## src/rtl/core/rvz_pkg.sv

```systemverilog
// shared types, constants and the arctangent table for the z-axis vector rotator
`timescale 1ns / 1ps

package rvz_pkg;

    localparam int YAW_BITS   = 17;
    localparam int ANGLE_BITS = 18;
    localparam int MAG_BITS   = 14;
    localparam int THETA_BITS = 33;

    // angle units are 1/128 degree
    localparam logic signed [ANGLE_BITS-1:0] FULL_TURN    = 18'sd46080;
    localparam logic signed [ANGLE_BITS-1:0] HALF_TURN    = 18'sd23040;
    localparam logic signed [ANGLE_BITS-1:0] QUARTER_TURN = 18'sd11520;

    // pi / (180 * 128) in q48, and the inverse cordic gain in q30
    localparam logic [35:0]        DEG_TO_RAD_Q48 = 36'd38380196137;
    localparam logic signed [30:0] GAIN_INV_Q30   = 31'sd652032874;

    typedef struct packed {
        logic valid;
        logic flip;
    } t_ctrl;

    // floor(atan(2^-i) * 2^30)
    function automatic logic [29:0] atan_q30(input int unsigned idx);
        logic [29:0] v;
        case (idx)
            0:       v = 30'd843314856;
            1:       v = 30'd497837829;
            2:       v = 30'd263043836;
            3:       v = 30'd133525158;
            4:       v = 30'd67021686;
            5:       v = 30'd33543515;
            6:       v = 30'd16775850;
            7:       v = 30'd8388437;
            8:       v = 30'd4194282;
            9:       v = 30'd2097149;
            10:      v = 30'd1048575;
            11:      v = 30'd524287;
            12:      v = 30'd262143;
            13:      v = 30'd131071;
            14:      v = 30'd65535;
            15:      v = 30'd32767;
            16:      v = 30'd16383;
            17:      v = 30'd8191;
            18:      v = 30'd4095;
            19:      v = 30'd2047;
            20:      v = 30'd1023;
            21:      v = 30'd511;
            22:      v = 30'd255;
            23:      v = 30'd127;
            24:      v = 30'd63;
            25:      v = 30'd31;
            26:      v = 30'd15;
            27:      v = 30'd7;
            28:      v = 30'd3;
            29:      v = 30'd1;
            default: v = 30'd0;
        endcase
        return v;
    endfunction

endpackage

```

## src/rtl/core/rvz_front.sv

```systemverilog
// angle reduction, degree to radian conversion and gain pre-scaling
`timescale 1ns / 1ps

module rvz_front import rvz_pkg::*; #(
    parameter int COORD_BITS = 24
) (
    input  logic                          i_clk,
    input  logic                          i_rst_n,
    input  logic                          i_accept,
    input  logic signed [COORD_BITS-1:0]  i_x,
    input  logic signed [COORD_BITS-1:0]  i_y,
    input  logic signed [COORD_BITS-1:0]  i_z,
    input  logic signed [YAW_BITS-1:0]    i_yaw,
    output t_ctrl                         o_ctrl,
    output logic signed [COORD_BITS+31:0] o_xs,
    output logic signed [COORD_BITS+31:0] o_ys,
    output logic signed [THETA_BITS-1:0]  o_theta,
    output logic signed [COORD_BITS-1:0]  o_z
);

    localparam int W = COORD_BITS + 32;

    // stage one
    logic signed [ANGLE_BITS-1:0] a_ext;
    logic signed [ANGLE_BITS-1:0] a_wrap;
    logic signed [ANGLE_BITS-1:0] a_fold;
    logic                         fold;
    logic signed [COORD_BITS+30:0] px;
    logic signed [COORD_BITS+30:0] py;

    t_ctrl                   r_ctl1, n_ctl1;
    logic [MAG_BITS-1:0]     r_mag, n_mag;
    logic                    r_neg;
    logic signed [W-1:0]     r_xs1, r_ys1;
    logic signed [COORD_BITS-1:0] r_z1;

    // stage two
    logic [49:0]             prod;
    logic [49:0]             rounded;
    logic [30:0]             theta_mag;
    t_ctrl                   r_ctl2;
    logic signed [THETA_BITS-1:0] r_theta, n_theta;
    logic signed [W-1:0]     r_xs2, r_ys2;
    logic signed [COORD_BITS-1:0] r_z2;

    always_comb begin
        a_ext = {i_yaw[YAW_BITS-1], i_yaw};
        if (a_ext >= HALF_TURN) begin
            a_wrap = a_ext - FULL_TURN;
        end else if (a_ext < -HALF_TURN) begin
            a_wrap = a_ext + FULL_TURN;
        end else begin
            a_wrap = a_ext;
        end
        // fold into [-90, +90] degrees, the result gets negated later
        fold = 1'b1;
        if (a_wrap > QUARTER_TURN) begin
            a_fold = a_wrap - HALF_TURN;
        end else if (a_wrap < -QUARTER_TURN) begin
            a_fold = a_wrap + HALF_TURN;
        end else begin
            a_fold = a_wrap;
            fold   = 1'b0;
        end
        n_mag = a_fold[ANGLE_BITS-1] ? MAG_BITS'(-a_fold) : a_fold[MAG_BITS-1:0];
        n_ctl1.valid = i_accept;
        n_ctl1.flip  = fold;
    end

    assign px = i_x * GAIN_INV_Q30;
    assign py = i_y * GAIN_INV_Q30;

    always_ff @(posedge i_clk) begin
        if (!i_rst_n) begin
            r_ctl1 <= '0;
            r_ctl2 <= '0;
        end else begin
            r_ctl1 <= n_ctl1;
            r_ctl2 <= r_ctl1;
        end
    end

    always_ff @(posedge i_clk) begin
        r_mag   <= n_mag;
        r_neg   <= a_fold[ANGLE_BITS-1];
        r_xs1   <= {px[COORD_BITS+30], px};
        r_ys1   <= {py[COORD_BITS+30], py};
        r_z1    <= i_z;
        r_theta <= n_theta;
        r_xs2   <= r_xs1;
        r_ys2   <= r_ys1;
        r_z2    <= r_z1;
    end

    // radians in q30, rounded half away from zero on the magnitude
    assign prod      = {36'b0, r_mag} * {14'b0, DEG_TO_RAD_Q48};
    assign rounded   = prod + 50'd131072;
    assign theta_mag = rounded[48:18];

    always_comb begin
        if (r_neg) begin
            n_theta = -$signed({2'b00, theta_mag});
        end else begin
            n_theta = $signed({2'b00, theta_mag});
        end
    end

    assign o_ctrl  = r_ctl2;
    assign o_xs    = r_xs2;
    assign o_ys    = r_ys2;
    assign o_theta = r_theta;
    assign o_z     = r_z2;

endmodule

```

## config.mk

```make
export PLATFORM = sky130hd
export DESIGN_NAME = rvz_front
export DESIGN_NICKNAME = d
export VERILOG_FILES = /design/src/rtl/core/rvz_pkg.sv /design/src/rtl/core/rvz_front.sv
export SDC_FILE = /design/constraint.sdc
export NUM_CORES = 2
export LEC_CHECK = 0
export ABC_AREA = 1
export BUFFER_PORTS_ARGS = -buffer_cell sky130_fd_sc_hd__buf_4
export CELL_PAD_IN_SITES_DETAIL_PLACEMENT = 1
export CELL_PAD_IN_SITES_GLOBAL_PLACEMENT = 2
export CORE_MARGIN = 4
export CORE_UTILIZATION = 44
export CTS_CLUSTER_DIAMETER = 50
export DETAILED_ROUTE_END_ITERATION = 16
export PLACE_DENSITY = 0.88
export SKIP_CTS_REPAIR_TIMING = 1
export SLEW_MARGIN = 20
export SYNTH_ARGS = -nofsm -noshare
export SYNTH_HDL_FRONTEND = slang
export SYNTH_SLANG_ARGS = --single-unit
```

## constraint.sdc

```tcl
create_clock -name i_clk -period 12.1 [get_ports i_clk]
set_input_delay 1.815 -clock i_clk [delete_from_list [all_inputs] [get_ports i_clk]]
set_output_delay 1.815 -clock i_clk [all_outputs]
set_load 0.005 [all_outputs]
```

=== Word-level counts from Yosys, hierarchy flattened ===
Index checks and enable logic that the tools add are counted.

* Register bits after elaboration: 316
* Bits in latches: 0
* Bits in writable memories: 0
* Memory bits (read-only): 0
* Bits of input ports: 92
* Output and inout bits: 171
* Logic and storage cells: 36
* Memories kept: 0

* $add $sub $neg: 7
* $mul: 3
* Divide/modulo/power cells: 0
* $lt $le $gt $ge: 4
* Equality and inequality tests: 0
* Shift-type cells: 0
* Multiplexer cells: 8
* Bitwise gates (word level): 0
* Reduce and logical (&&, ||, !) cells: 0

{| class="wikitable"
|+ Operators with widths
! operator !! count
|-
| multiplier 24 x 30 -> 54 bit (second input constant) || 2
|-
| two-way mux 18 bit || 4
|-
| adder 49 x 18 -> 49 bit (second input constant) || 1
|-
| multiplier 14 x 36 -> 49 bit (second input constant) || 1
|-
| negator 31 -> 33 bit || 1
|-
| two-way mux 31 bit || 1
|-
| adder 17 x 17 -> 18 bit (second input constant) || 1
|-
| adder 18 x 16 -> 18 bit (second input constant) || 1
|-
| > comparator 18 x 15 -> 1 bit (second input constant) || 1
|-
| < comparator 18 x 15 -> 1 bit (second input constant) || 1
|-
| subtractor 17 x 17 -> 18 bit (second input constant) || 1
|-
| subtractor 18 x 16 -> 18 bit (second input constant) || 1
|-
| greater-or-equal comparator 17 x 16 -> 1 bit (second input constant) || 1
|-
| < comparator 17 x 16 -> 1 bit (second input constant) || 1
|-
| two-way mux 14 bit || 1
|-
| negator 14 bit || 1
|-
| two-way mux 1 bit || 2
|}

=== Logic depth before layout (Yosys ltp) ===
* Depth in word-level cells: 8
* Mapped depth: 34
* Gate-level depth less buffers: 34

=== Worst setup path after synthesis ===
Ideal clock, no wire load.

* Kind: input to register
* From: in i_x[6]
* To: reg, netlist name r_xs1[54]
* Setup time: 0.121 ns
* Data arrival time: 7.080 ns
* Data required time: 11.979 ns
* Path slack: 4.899 ns
* Stages on the path: 25
* Buffers on the path: 0
* Path through: fa_1 inv_1 fa_1 inv_1 fa_1 fa_1 fa_1 inv_1 fa_1 inv_1 fa_1 ha_1 a21oi_1 nor2_1 nor2_1 nor2_1 nor2_1 o221ai_1 a21oi_1 o21ai_0 nand3_1 nand2_1 nand2_1 nand3_1 xor2_1

* Longest elaborated chain between the ends: 1

{| class="wikitable"
|+ RTL lines
! what !! line !! source
|-
| from (decl) || rvz_front.sv:10 || <nowiki>input logic signed [COORD_BITS-1:0] i_x,</nowiki>
|-
| multiplier 24 x 30 -> 54 bit || rvz_front.sv:70 || <nowiki>assign px = i_x * GAIN_INV_Q30;</nowiki>
|-
| via px[54] || rvz_front.sv:28 || <nowiki>logic signed [COORD_BITS+30:0] px;</nowiki>
|}

The timed path passes the listed nets, and every way through them passes these cells.
A chain may end at the register's enable or synchronous reset.

=== Worst setup path in the final report ===
* From: in i_y[6]
* To: reg r_ys1[53]

* Longest elaborated chain between the ends: 1

{| class="wikitable"
|+ RTL lines
! what !! line !! source
|-
| from (decl) || rvz_front.sv:11 || <nowiki>input logic signed [COORD_BITS-1:0] i_y,</nowiki>
|-
| multiplier 24 x 30 -> 54 bit || rvz_front.sv:71 || <nowiki>assign py = i_y * GAIN_INV_Q30;</nowiki>
|-
| via py[53] || rvz_front.sv:29 || <nowiki>logic signed [COORD_BITS+30:0] py;</nowiki>
|-
| to (signal assigned) || rvz_front.sv:87 || <nowiki>r_ys1 <= {py[COORD_BITS+30], py};</nowiki>
|-
| to (decl) || rvz_front.sv:34 || <nowiki>logic signed [W-1:0] r_xs1, r_ys1;</nowiki>
|}

The timed path passes the listed nets, and every way through them passes these cells.

==> reports/summary.txt <==
CP Class = in -> reg
Die Y = 318.5 um
initial drt markers = 1617
Setup Viol. Count Final = 0
Main synth FF type = dfxtp_1
Port Buffers = 260
synth top area cells = fa_1, ha_1, dfxtp_1, inv_1, nand2_1
drt total wl = 138400 um
worst relative slew slack = 41.44%
Seq/Total Area, Yosys = 14.91%
ANT nets after route = 0
Die Wd = 318.5 um
Routed WL per cell = 22.41 um
fmax = 0.1261 GHz
IO Count = 263
synthesized flop and latch total = 316
most common library cells after synthesis = inv_1, fa_1, ha_1
clock tree buffer depth = 3
Setup crit end kind = flop
WP data arrival = 8.50 ns
area share of the largest cell type after synthesis = 35.02%
largest net degree at the start of global routing = 28
max-slew violation count = 0
Reg clk slew, reported paths = 0.06 ns
most frequent cell after synthesis = inv_1
skew final = 0.03013 ns
CP peak stage delay = 0.61 ns
Critical Path RT = 12.67 ns
clock latency at the later pin of the worst-skew pair = 0.64 ns
GRT Overall Usage = 27.43%
Synth Area per Inst = 9.290 um2
fin crit share = 65.52%
clock sink total = 316
vias in the first global route = 34755
initial antenna violation count = 7
core outline area = 95290 um2
# H-tree levels = 2
Multi-input gate area = 30990 um2
Tmin final = 7.928 ns
hold crit path type = reg -> reg
Die ar. = 101400 um2
TritonCTS clock tree = built
Syn Inst Count = 4566
Post-DP Area = 45900 um2
Netlist cell types = 55
Final Instance Area = 47650 um2
final net count = 6397
layout cells sized above 1 = 8.413%
final RePlAce weighted congestion = 0.9666
Initial Util = 44.51%
critical-path maximum fanout = 7
Register Area = 6326 um2
Area Growth Syn to Fin = 12.33%
post-synth top area cell = fa_1
Synth Warn # = 0
CP Launch Type = primary input
drc violations = 0
critical path cell sequence = buf_4 -> ha_1 -> inv_1 -> fa_1 -> fa_1 -> inv_1 -> fa_1 -> inv_1 -> fa_1 -> inv_1 -> fa_1 -> inv_1 -> fa_1 -> inv_1 -> ha_1 -> a21oi_1 -> o21ai_0 -> a211oi_1 -> o21ai_0 -> a21oi_1 -> o21ai_0 -> a31oi_1 -> xnor2_1
Post-Route Setup TNS = 0 ns
fillers = 11074
cts bufs inserted = 48
max cap viols = 0
slowest cell on the critical path = fa_1
Slew @ Worst Pin = 0.8772 ns
gr ovfl total = 0
Via density = 5.049
Via Count = 31180
Post-synth EDFFs = 0
Site Rows = 113
hpwl dp = 124200 um
first-pass GRT wire length = 212200 um
TritonRoute pass-1 iters = 5
status = complete, no violations
Syn Std Cell Area = 42420 um2
Root Driver = clkbuf_16
final hold vios = 0
ys async rst share = 0%
unrepaired setup endpoints after global routing = no
path summary, 6_finish.rpt:
kind                       to  depth (start not counted)      from  slack [ns]
setup / recovery    r_ys1[53]                         23    i_y[6]        4.17
hold / removal        o_z[13]                          0  r_z1[13]        0.30
setup reg to reg  o_theta[29]                         25  r_mag[3]        4.97
hold reg to reg       o_z[13]                          0  r_z1[13]        0.30
cell usage in the layout, fill, tap and decap left out, types with 89 or more instances in the layout:
cell type and instances:
inv_1 1325, fa_1 742, ha_1 694, nand2_1 460, dfxtp_1 316, buf_4 263, nor2_1 240, a21oi_1 181
o21ai_0 103, nand3_1 94, xor2_1 89
critical path, delay by kind of cell:
| kind | cells | cell delay [ns] |
|---|---|---|
| fa+ha+maj | 8 | 4.00 |
| compound gates | 7 | 1.86 |
| buf+inv | 7 | 0.63 |
| xor+xnor | 1 | 0.15 |
state kept, by name (all words and copies together), names as in the netlist:
signal	count
o_xs	54
o_z	24
r_ys1	54
r_mag	14
r_neg	1
r_xs1	54
r_ctl1	2
o_theta	33
r_z1	24
o_ctrl	2
o_ys	54
through the flow:
| step | setup slack (ns) | utilization [%] | hold WS [ns] | cells |
|---|---|---|---|---|
| 4_1_cts | 4.145 | 49.99 | 0.3047 | 6174 |
| 5_1_grt | 3.773 | 49.99 | 0.2956 | 6174 |
| 3_5_place_dp | 3.450 | 48.16 | 0.3135 | 6084 |
| 6_report | 4.172 | 50.00 | 0.2954 | 6176 |
| 3_3_place_gp | 3.554 | 48.16 | 0.3099 | 6084 |
| 2_1_floorplan | 4.899 | - | 0.3096 | 4567 |
layout make-up:
cell class | instances | share of cell area, %
inverters | 1339 | 10.55
clock inverters | 36 | 0.9874
multi-input cells | 2901 | 65.03
clock buffers | 54 | 2.673
diodes | 2 | 0.01050
flip-flops and latches | 316 | 13.28
well taps | 1265 | 3.322
repair buffers | 263 | 4.144
kinds of logic after synthesis:
group,count (synthesis),synth area share [%]
AND/OR/NAND/NOR,906,9.065
other,1,0.008841
AO/OA/AOI/OAI,416,5.566
flip-flops,316,14.91
buffers and inverters,1350,12.04
adder cells (fa/ha/maj),1436,55.49
XOR/XNOR,141,2.911
routing by layer:
layer | part of all wire (%) | vias to the layer above | global-route usage [%] | wire [um]
li1 | - | 14435 | - | -
met1 | 47 | 15889 | 39.34 | 65080
met2 | 46 | 733 | 44.46 | 63310
met3 | 5.3 | 121 | 4.086 | 7312
met4 | 2.0 | 2 | 5.431 | 2715
met5 | 0.0087 | - | 0 | 12
Power is not shown: default switching activity piles up to over one toggle a cycle in this logic, so the estimate is an artifact.
