===== src/rtl/core/rvz_pkg.sv =====
// shared types, constants and the arctangent table for the z-axis vector rotator
`timescale 1ns / 1ps

package rvz_pkg;

    localparam int YAW_BITS   = 17;
    localparam int ANGLE_BITS = 18;
    localparam int MAG_BITS   = 14;
    localparam int THETA_BITS = 33;

    // angle units are 1/128 degree
    localparam logic signed [ANGLE_BITS-1:0] FULL_TURN    = 18'sd46080;
    localparam logic signed [ANGLE_BITS-1:0] HALF_TURN    = 18'sd23040;
    localparam logic signed [ANGLE_BITS-1:0] QUARTER_TURN = 18'sd11520;

    // pi / (180 * 128) in q48, and the inverse cordic gain in q30
    localparam logic [35:0]        DEG_TO_RAD_Q48 = 36'd38380196137;
    localparam logic signed [30:0] GAIN_INV_Q30   = 31'sd652032874;

    typedef struct packed {
        logic valid;
        logic flip;
    } t_ctrl;

    // floor(atan(2^-i) * 2^30)
    function automatic logic [29:0] atan_q30(input int unsigned idx);
        logic [29:0] v;
        case (idx)
            0:       v = 30'd843314856;
            1:       v = 30'd497837829;
            2:       v = 30'd263043836;
            3:       v = 30'd133525158;
            4:       v = 30'd67021686;
            5:       v = 30'd33543515;
            6:       v = 30'd16775850;
            7:       v = 30'd8388437;
            8:       v = 30'd4194282;
            9:       v = 30'd2097149;
            10:      v = 30'd1048575;
            11:      v = 30'd524287;
            12:      v = 30'd262143;
            13:      v = 30'd131071;
            14:      v = 30'd65535;
            15:      v = 30'd32767;
            16:      v = 30'd16383;
            17:      v = 30'd8191;
            18:      v = 30'd4095;
            19:      v = 30'd2047;
            20:      v = 30'd1023;
            21:      v = 30'd511;
            22:      v = 30'd255;
            23:      v = 30'd127;
            24:      v = 30'd63;
            25:      v = 30'd31;
            26:      v = 30'd15;
            27:      v = 30'd7;
            28:      v = 30'd3;
            29:      v = 30'd1;
            default: v = 30'd0;
        endcase
        return v;
    endfunction

endpackage


===== src/rtl/core/rvz_back.sv =====
// half-turn negation, rounding back to the input coordinate scale and saturation
`timescale 1ns / 1ps

module rvz_back import rvz_pkg::*; #(
    parameter int COORD_BITS = 24
) (
    input  logic                          i_clk,
    input  logic                          i_rst_n,
    input  t_ctrl                         i_ctrl,
    input  logic signed [COORD_BITS+31:0] i_xs,
    input  logic signed [COORD_BITS+31:0] i_ys,
    input  logic signed [COORD_BITS-1:0]  i_z,
    output logic                          o_strobe,
    output logic signed [COORD_BITS-1:0]  o_x,
    output logic signed [COORD_BITS-1:0]  o_y,
    output logic signed [COORD_BITS-1:0]  o_z,
    output logic                          o_sat
);

    localparam int W  = COORD_BITS + 32;
    localparam int QW = COORD_BITS + 2;
    localparam logic [W-1:0] HALF_LSB = {{(W-30){1'b0}}, 30'h2000_0000};
    localparam logic signed [COORD_BITS-1:0] C_MAX = {1'b0, {(COORD_BITS-1){1'b1}}};
    localparam logic signed [COORD_BITS-1:0] C_MIN = {1'b1, {(COORD_BITS-1){1'b0}}};

    logic                   r_vld_a;
    logic signed [W-1:0]    r_xn, r_yn;
    logic signed [COORD_BITS-1:0] r_za;

    logic signed [W-1:0]    sum_x, sum_y;
    logic signed [QW-1:0]   qx, qy;
    logic                   ovf_x, ovf_y;
    logic signed [COORD_BITS-1:0] n_x, n_y;

    logic                   r_strobe;
    logic signed [COORD_BITS-1:0] r_x, r_y, r_z;
    logic                   r_sat;

    always_ff @(posedge i_clk) begin
        if (!i_rst_n) begin
            r_vld_a  <= 1'b0;
            r_strobe <= 1'b0;
        end else begin
            r_vld_a  <= i_ctrl.valid;
            r_strobe <= r_vld_a;
        end
    end

    always_ff @(posedge i_clk) begin
        r_xn <= i_ctrl.flip ? -i_xs : i_xs;
        r_yn <= i_ctrl.flip ? -i_ys : i_ys;
        r_za <= i_z;
        r_x  <= n_x;
        r_y  <= n_y;
        r_z  <= r_za;
        r_sat <= ovf_x | ovf_y;
    end

    // round half up, drop the 30 extra fraction bits
    assign sum_x = r_xn + $signed(HALF_LSB);
    assign sum_y = r_yn + $signed(HALF_LSB);
    assign qx    = sum_x[W-1:30];
    assign qy    = sum_y[W-1:30];

    // top three bits must agree for the value to fit
    assign ovf_x = (qx[QW-1:COORD_BITS-1] != {3{qx[QW-1]}});
    assign ovf_y = (qy[QW-1:COORD_BITS-1] != {3{qy[QW-1]}});

    always_comb begin
        if (ovf_x) begin
            n_x = qx[QW-1] ? C_MIN : C_MAX;
        end else begin
            n_x = qx[COORD_BITS-1:0];
        end
        if (ovf_y) begin
            n_y = qy[QW-1] ? C_MIN : C_MAX;
        end else begin
            n_y = qy[COORD_BITS-1:0];
        end
    end

    assign o_strobe = r_strobe;
    assign o_x      = r_x;
    assign o_y      = r_y;
    assign o_z      = r_z;
    assign o_sat    = r_sat;

endmodule


===== config.mk =====
export PLATFORM = sky130hd
export DESIGN_NAME = rvz_back
export DESIGN_NICKNAME = d
export VERILOG_FILES = /design/src/rtl/core/rvz_pkg.sv /design/src/rtl/core/rvz_back.sv
export SDC_FILE = /design/constraint.sdc
export NUM_CORES = 1
export LEC_CHECK = 0
export BUFFER_PORTS_ARGS = -buffer_cell sky130_fd_sc_hd__clkbuf_2
export CAP_MARGIN = 20
export CORE_ASPECT_RATIO = 1.4
export CORE_MARGIN = 2
export CORE_UTILIZATION = 52
export DETAILED_ROUTE_END_ITERATION = 16
export GPL_TIMING_DRIVEN = 0
export PLACE_DENSITY = 0.87
export SLEW_MARGIN = 5
export SYNTH_ARGS = -nofsm -noshare
export SYNTH_HDL_FRONTEND = slang
export SYNTH_SLANG_ARGS = --single-unit

===== constraint.sdc =====
create_clock -name i_clk -period 4.2 [get_ports i_clk]
set_clock_uncertainty 0.05 [all_clocks]
set_input_delay 0.42 -clock i_clk [delete_from_list [all_inputs] [get_ports i_clk]]
set_output_delay 0.42 -clock i_clk [all_outputs]
set_load 0.01 [all_outputs]

### Yosys cells after proc, flatten, opt, wreduce, memory -nomap -nowiden

Cells that the tools add are included.

* output and inout bits: 74
* logic and storage cells: 22
* flip-flop bits (word level): 211

* mux-type cells: 6
* bitwise logic cells: 1
* $add $sub $neg: 4
* equality and inequality tests: 2

Operator list (count)
* 56-bit by 31-bit adder with 56-bit output, second input constant: 2
* 56-bit two-way mux: 2
* 56-bit negation: 2
* 24-bit two-way mux: 4
* 2-bit inequality test: 2
* 1-bit bitwise OR: 1

### Longest topological paths before layout

Gate-level depths: netlist of the first run.

* depth after elaboration: 3
* depth in mapped cells: 8
* gate-level depth less buffers: 7

### Least setup slack after synthesis of the first run

OpenSTA, ideal clock, no wires.

* kind: input -> register
* from: input i_ys[28]
* to: register r_yn[41]
* cell stages on the path: 6
* data arrival time: 2.117 ns
* path slack: 1.961 ns
* path buffers: 0
* data required time: 4.078 ns
* cell sequence: nor4_1 nand4_1 or4_4 or3_4 o41ai_4 xnor2_1

* word-level cells in the longest chain between the ends: 2

Ends and longest elaborated chain
* from (decl): line rvz_back.sv:11 `input logic signed [COORD_BITS+31:0] i_ys,`
* 56-bit negation: line rvz_back.sv:51 `r_yn <= i_ctrl.flip ? -i_ys : i_ys;`
* 56-bit two-way mux: line rvz_back.sv:51
* to (signal assigned): line rvz_back.sv:51
* to (decl): line rvz_back.sv:27 `logic signed [W-1:0] r_xn, r_yn;`

Every way passes these cells.
A chain may end at the register's enable or synchronous reset.

### Final worst setup path of the first run

* from: register r_yn[30]
* to: register r_y[18] (netlist: o_y[18])

* word-level cells in the longest chain between the ends: 3
* elaborated cells on any way between the ends: 4
* those cells by class: 1 x add/sub; 1 x eq/ne; 2 x mux

Ends and longest elaborated chain
* 56-bit by 31-bit adder with 56-bit output *: line rvz_back.sv:61 `assign sum_y = r_yn + $signed(HALF_LSB);`
* 2-bit inequality test or 24-bit two-way mux (tied branches): line rvz_back.sv:67, rvz_back.sv:76
* 24-bit two-way mux *: line rvz_back.sv:75 `if (ovf_y) begin`
* via n_y[18]: line rvz_back.sv:33 `logic signed [COORD_BITS-1:0] n_x, n_y;`
* to (signal assigned): line rvz_back.sv:54 `r_y <= n_y;`
* to (decl): line rvz_back.sv:36 `logic signed [COORD_BITS-1:0] r_x, r_y, r_z;`

Mark *: on every way through the listed nets, which the timed path passes. The rest lies on a longest branch.

==> results of run 1 <==
==> cell usage after synthesis, types with 4 or more instances <==
cell type  number
and2_1          5
and3_1          9
dfxtp_1       153
nand3_1        32
a21oi_1        40
nor2_1         18
nor4_1         21
inv_1           7
nand4_1        12
buf_2           8
xnor2_1        80
clkbuf_1        6
nor3_1         11
and4_1          4
o41ai_1         6
nand2_1        40
o21ai_0        25
xor2_1         21
o31ai_1        10
==> logic make-up (layout without fill, tap and decap cells) <==
| kind of cell | after synthesis | in the layout | share of synthesized area, % |
|---|---|---|---|
| buffers and inverters | 22 | 266 | 1.64 |
| AND/OR/NAND/NOR | 172 | 172 | 17.0 |
| flip-flops | 153 | 153 | 54.3 |
| XOR/XNOR | 101 | 101 | 15.7 |
| AO/OA/AOI/OAI | 97 | 97 | 11.0 |
| adder cells (fa/ha/maj) | 2 | 2 | 0.443 |
==> power groups by stage <==
stage	logic (W)	clock network, W	registers [W]
5_1_grt	0.000558	0.00153	0.00173
6_report	0.000509	0.00144	0.00171
3_3_place_gp	0.000494	0	0.00173
3_5_place_dp	0.000505	0	0.00174
2_1_floorplan	0.000221	0	0.00177
4_1_cts	0.000511	0.00147	0.00171
==> worst reg2reg max path, stage by stage (launching register included) <==
cell	delay (ns)
dfxtp_1	0.36
ha_1	0.21
nand3_1	0.10
nor3_2	0.56
and3_1	0.26
a211oi_1	0.07
nor3_1	0.57
buf_2	0.32
o21ai_0	0.13
==> per-stage QoR <==
stage / cell area [um2] / setup WS [ns]
after floorplan: 5650 / 1.96
after global placement: 6880 / 1.48
after detailed placement: 6880 / 1.43
after CTS: 7470 / 1.41
after global routing: 7470 / 1.23
final: 7470 / 1.45
==> layer usage <==
layer | GRT usage [%] | vias up | wire, um | share of wire (%)
li1 | - | 2401 | - | -
met1 | 25.9 | 2204 | 5570 | 42
met2 | 40.7 | 142 | 7020 | 52
met3 | 5.60 | 18 | 563 | 4.2
met4 | 9.48 | 0 | 233 | 1.7
met5 | 0 | - | 0 | 0
==> registers in the layout, summed over array words and instances (netlist names) <==
name and cells:
r_yn 27, o_strobe 1, o_sat 1, o_x 24
r_za 24, r_xn 27, o_z 24, o_y 24
r_vld_a 1
==> layout make-up <==
class | count | area [um2]
fill | 831 | 3230
sequential | 153 | 3060
multi-input combinational | 372 | 2490
timing repair buffer | 212 | 1060
clock buffer | 17 | 425
tap | 141 | 176
clock inverter | 15 | 158
buffer | 15 | 66.3
inverter | 7 | 26.3
==> final timing paths <==
kind,slack [ns],cells after the start,start,to
worst max-delay path,1.45,8,r_yn[30],o_y[18]
worst min-delay path,0.06,1,i_z[6],r_za[6]
worst max register to register,1.45,8,r_yn[30],o_y[18]
worst min register to register,0.27,0,r_za[3],o_z[3]
==> impl_metrics.py, run 1 <==
metrics = {
    "power_and_ir_drop": {
        "total_power_w": 0.00366,
        "sw_frac_of_total_pct": 26.5,
        "p_leak_nw": 3.19,
        "p_comb_share_pct": 13.9,
        "seqPwrFrac_pct": 46.7,
        "netSwitchingPower_w": 0.000971,
        "ir_worst_vdd_v": 0.000321,
        "pwr-share-clk_pct": 39.4,
        "power.internal_w": 0.00269,
        "power_density_nw_per_um2": 490,
    },
    "synthesis": {
        "yosysWarningCount": 0,
        "syn-num-nets": 689,
        "netlist_instances": 547,
        "ys_seq_elements": 153,
        "netlist_area_um2": 5650,
        "synth_area_leader_cell": "dfxtp_1",
        "yosysTopAreaCellShare_pct": 54.3,
        "synthFlopType": "dfxtp_1",
        "seq_area_frac_synth_pct": 54.3,
        "synth_edf_count": 0,
        "synth_area_leaders": "dfxtp_1 54%, xnor2_1 12%, a21oi_1 3.5%, xor2_1 3.3%, nand3_1 2.8%",
        "syn_avg_cell_area_um2": 10.3,
        "synth.distinct_cells": 48,
        "ys_async_sr_fraction_pct": 0,
    },
    "layout": {
        "final_cell_mix": "212 x clkbuf_2, 153 x dfxtp_1, 80 x xnor2_1, 40 x nand2_1, 40 x a21oi_1",
        "final_core_util_pct": 69.8,
        "area_delta_synth_final_pct": 32.2,
        "final_nets": 920,
        "layout-drive-gt1-share_pct": 34.4,
        "n_antenna_cell": 0,
        "layout_commonest_cell": "clkbuf_2",
        "final_cells": 932,
    },
    "run": {
        "cap_violations": 0,
    },
    "routing": {
        "vias": 4765,
        "totalWireLength_mm": 13.4,
        "via_per_inst": 5.11,
        "first_pass_iters": 4,
        "post_drt_wl_per_cell_um": 14.4,
        "ant_nets": 0,
        "drtIter0Drc": 215,
        "drcViolationCount": 0,
    },
    "hold_path": {
        "hold_path.class": "primary input to flop",
    },
    "global_route": {
        "antenna_found_initial": 0,
        "grt_pass1_wl_mm": 21.3,
        "grt_use_total_pct": 22.8,
        "grt_max_degree": 17,
        "grt_overflow": 0,
        "grt_pass1_vias": 4636,
    },
    "worst_setup_path": {
        "cp-start-kind": "flop",
        "slowest_delay_ns": 0.57,
        "crit_buf_inv": 1,
        "worstSetupPathType": "flop to flop",
        "path_delay_family": "simple AND/OR/NAND/NOR gates",
        "crit_chain": "ha_1 > nand3_1 > nor3_2 > and3_1 > a211oi_1 > nor3_1 > buf_2 > o21ai_0",
        "crit_slowest_cell": "nor3_1",
        "cp_data_arrival_time_ns": 2.96,
        "required_ns": 4.41,
        "cp_max_fo": 10,
        "end_kind": "flop",
    },
    "cts": {
        "cts_buffers": 17,
        "htreeDepth": 4,
        "cts.clk_slew.worst_paths_ns": 0.06,
        "worstSkewPairLatency_ns": 0.41,
        "cts_resized": 0,
        "cts.sinks": 153,
        "root_buffer": "clkbuf_16",
        "cts_tree": "done",
        "cts_buffer_depth": 2,
        "post_cts_buffers": 0,
        "postCtsHoldBufs": 0,
    },
    "sta": {
        "whs_ns": 0.0625,
        "max-slew-margin-rel_pct": 44.0,
        "fin_crit_ns": 2.75,
        "setup_tns_ns": 0,
        "tightest_slew_ns": 0.832,
        "report.final.hold_viol_count": 0,
        "fin_crit_sh_pct": 65.5,
        "fmax_ghz": 0.363,
        "slew_viol_final": 0,
        "setup_viol": 0,
        "rsz0062_at_grt": "no",
    },
    "status": {
        "status": "complete, no violations",
    },
    "floorplanning": {
        "rows": 45,
        "die_h_um": 127,
        "start_util_pct": 52.8,
        "dieArea_um2": 11700,
        "core_area_um2": 10700,
        "die_w_um": 92.1,
        "io_pins": 214,
    },
    "placed_design": {
        "dpl.cell_count": 900,
        "hpwlAfterDp_mm": 10.8,
        "port_buffers": 212,
        "place_congestion": 0.909,
    },
}
No activity file was read; power rests on OpenSTA's default activity.
==> inputs of run 2 (changes only) <==
Settings changed: CORE_UTILIZATION 52 to 44, PLACE_DENSITY 0.87 to 0.79.
Clock period 4.2 ns to 2.29 ns, I/O delays scaled along.
==> impl_metrics.py, run 2 (synthesis results as in run 1) <==
metrics = {
    "status": {
        "status": "complete, no violations",
    },
    "power_and_ir_drop": {
        "p_leak_nw": 3.57,
        "power_density_nw_per_um2": 865,
        "ir_worst_vdd_v": 0.000528,
    },
    "sta": {
        "fin_crit_ns": 2.22,
        "slew_viol_final": 0,
        "setup_viol": 0,
        "fin_ws_ns": 0.0731,
        "fin_crit_sh_pct": 96.8,
        "whs_ns": 0.00993,
        "fmax_ghz": 0.451,
        "max-slew-margin-rel_pct": 55.0,
        "report.final.hold_viol_count": 0,
        "tightest_slew_ns": 0.675,
    },
    "layout": {
        "largestRegisters": "r_xn (27), r_yn (27)",
        "final_nets": 981,
        "layout-drive-gt1-share_pct": 35.1,
        "multiInputGateArea_um2": 2640,
        "final_cell_mix": "212 x clkbuf_2, 151 x dfxtp_1, 74 x xnor2_1, 51 x dlygate4sd3_1, 40 x nand2_1",
        "final_cells": 1005,
        "area_delta_synth_final_pct": 46.7,
        "fillers": 1005,
        "final_core_util_pct": 65.3,
        "ff_latch_area_um2": 3070,
        "n_antenna_cell": 0,
        "layout_commonest_cell": "clkbuf_2",
    },
    "worst_setup_path": {
        "cp_data_arrival_time_ns": 2.45,
        "crit_chain": "nand4_2 > nor4_1 > nand3_1 > nor3_1 > xnor2_1 > a21oi_1",
        "slowest_delay_ns": 0.62,
        "crit_slowest_cell": "nor4_1",
        "end_kind": "flop",
        "r2r_slack_ns": 0.07,
        "cp-start-kind": "flop",
        "worstSetupPathType": "flop to flop",
        "required_ns": 2.53,
        "cp_max_fo": 5,
    },
    "placed_design": {
        "pre_cts_slack_ns": -0.388,
        "dpl.cell_count": 912,
        "port_buffers": 212,
        "hpwlAfterDp_mm": 9.98,
        "place_congestion": 0.888,
    },
    "global_route": {
        "grt_pass1_wl_mm": 21.6,
        "antenna_found_initial": 0,
        "grt_max_degree": 17,
        "grt_use_total_pct": 19.6,
        "grt_pass1_vias": 4702,
        "grt_overflow": 0,
    },
    "cts": {
        "worstSkewPairLatency_ns": 0.40,
        "cts.sinks": 153,
        "cts_buffers": 17,
        "cts_buffer_depth": 2,
        "root_buffer": "clkbuf_16",
        "htreeDepth": 4,
        "cts_tree": "done",
        "cts.clk_slew.worst_paths_ns": 0.06,
    },
    "routing": {
        "via_per_inst": 4.92,
        "drcViolationCount": 0,
        "vias": 4942,
        "first_pass_iters": 5,
        "totalWireLength_mm": 14.1,
        "post_drt_wl_per_cell_um": 14.1,
        "drtIter0Drc": 282,
        "ant_nets": 0,
    },
    "floorplanning": {
        "io_pins": 214,
        "die_h_um": 138,
        "core_area_um2": 12700,
        "die_w_um": 99.7,
        "dieArea_um2": 13800,
        "start_util_pct": 44.5,
        "rows": 49,
    },
    "hold_path": {
        "hold_path.class": "primary input to flop",
    },
    "run": {
        "cap_violations": 0,
    },
}
-- run 2: changes by cell type in the layout (fill, tap and decap cells not counted), sizes merged --
| cell | delta |
|---|---|
| dlygate4sd3 | +51 |
| buf | +8 |
| inv | -8 |
| clkbuf | +6 |
| bufinv | +4 |
| clkinv | +1 |
| clkinvlp | -1 |
-- run 2: path summary, 6_finish.rpt --
check | start | end | cells past startpoint
setup reg to reg | r_xn[36] | o_x[16] | 6
hold / removal | i_xs[36] | r_xn[36] | 2
setup / recovery | r_xn[36] | o_x[16] | 6
hold reg to reg | r_za[17] | o_z[17] | 0
-- run 2: final cells by class --
| type | count | area share, % |
|---|---|---|
| buffer | 15 | 0.891 |
| tap | 153 | 2.31 |
| multi-input combinational | 372 | 31.8 |
| sequential | 153 | 37.0 |
| clock inverter | 11 | 2.36 |
| inverter | 7 | 0.317 |
| timing repair buffer | 273 | 19.9 |
| clock buffer | 21 | 5.44 |
-- run 2: through the flow --
| stage | power [W] | TNS (ns) | cell area, um2 |
|---|---|---|---|
| CTS | 0.00717 | 0 | 8110 |
| detailed placement | 0.00411 | -10.59 | 6900 |
| floorplan | 0.00365 | 0 | 5650 |
| global placement | 0.00408 | -8.26 | 6900 |
| finish | 0.00717 | 0 | 8280 |
| global route | 0.00746 | -0.858 | 8280 |
-- run 2: per-layer routing --
layer  part of all wire (%)  global-route usage (%)  vias to the layer above
met5                      0                       0                        -
met4                    2.0                    9.59                        0
met3                    4.1                    4.20                       21
met2                     52                    34.3                      138
met1                     42                    22.2                     2254
li1                       -                       -                     2529
-- run 2: what timing repair did --
item | in CTS | in global routing
gates resized for setup | 9 | 20
buffers inserted | 3 | 7
hold endpoints to repair | 48 | 3
hold buffers | 48 | 3
endpoints found under the setup margin | 47 | 55
pin swaps | 3 | 8
-- run 2: power breakdown --
group	switching, W	internal, W	leakage, nW
clock network	0.00101	0.00197	0.315
logic	0.000544	0.000511	1.97
registers	0.000168	0.00297	1.29
total	0.00172	0.00545	3.57
-- run 2: critical path: cells and delay by family (launching register included) --
kind | cells | cell delay (ns)
flops | 1 | 0.44
compound gates | 1 | 0.09
xor+xnor | 1 | 0.18
simple gates | 4 | 1.33
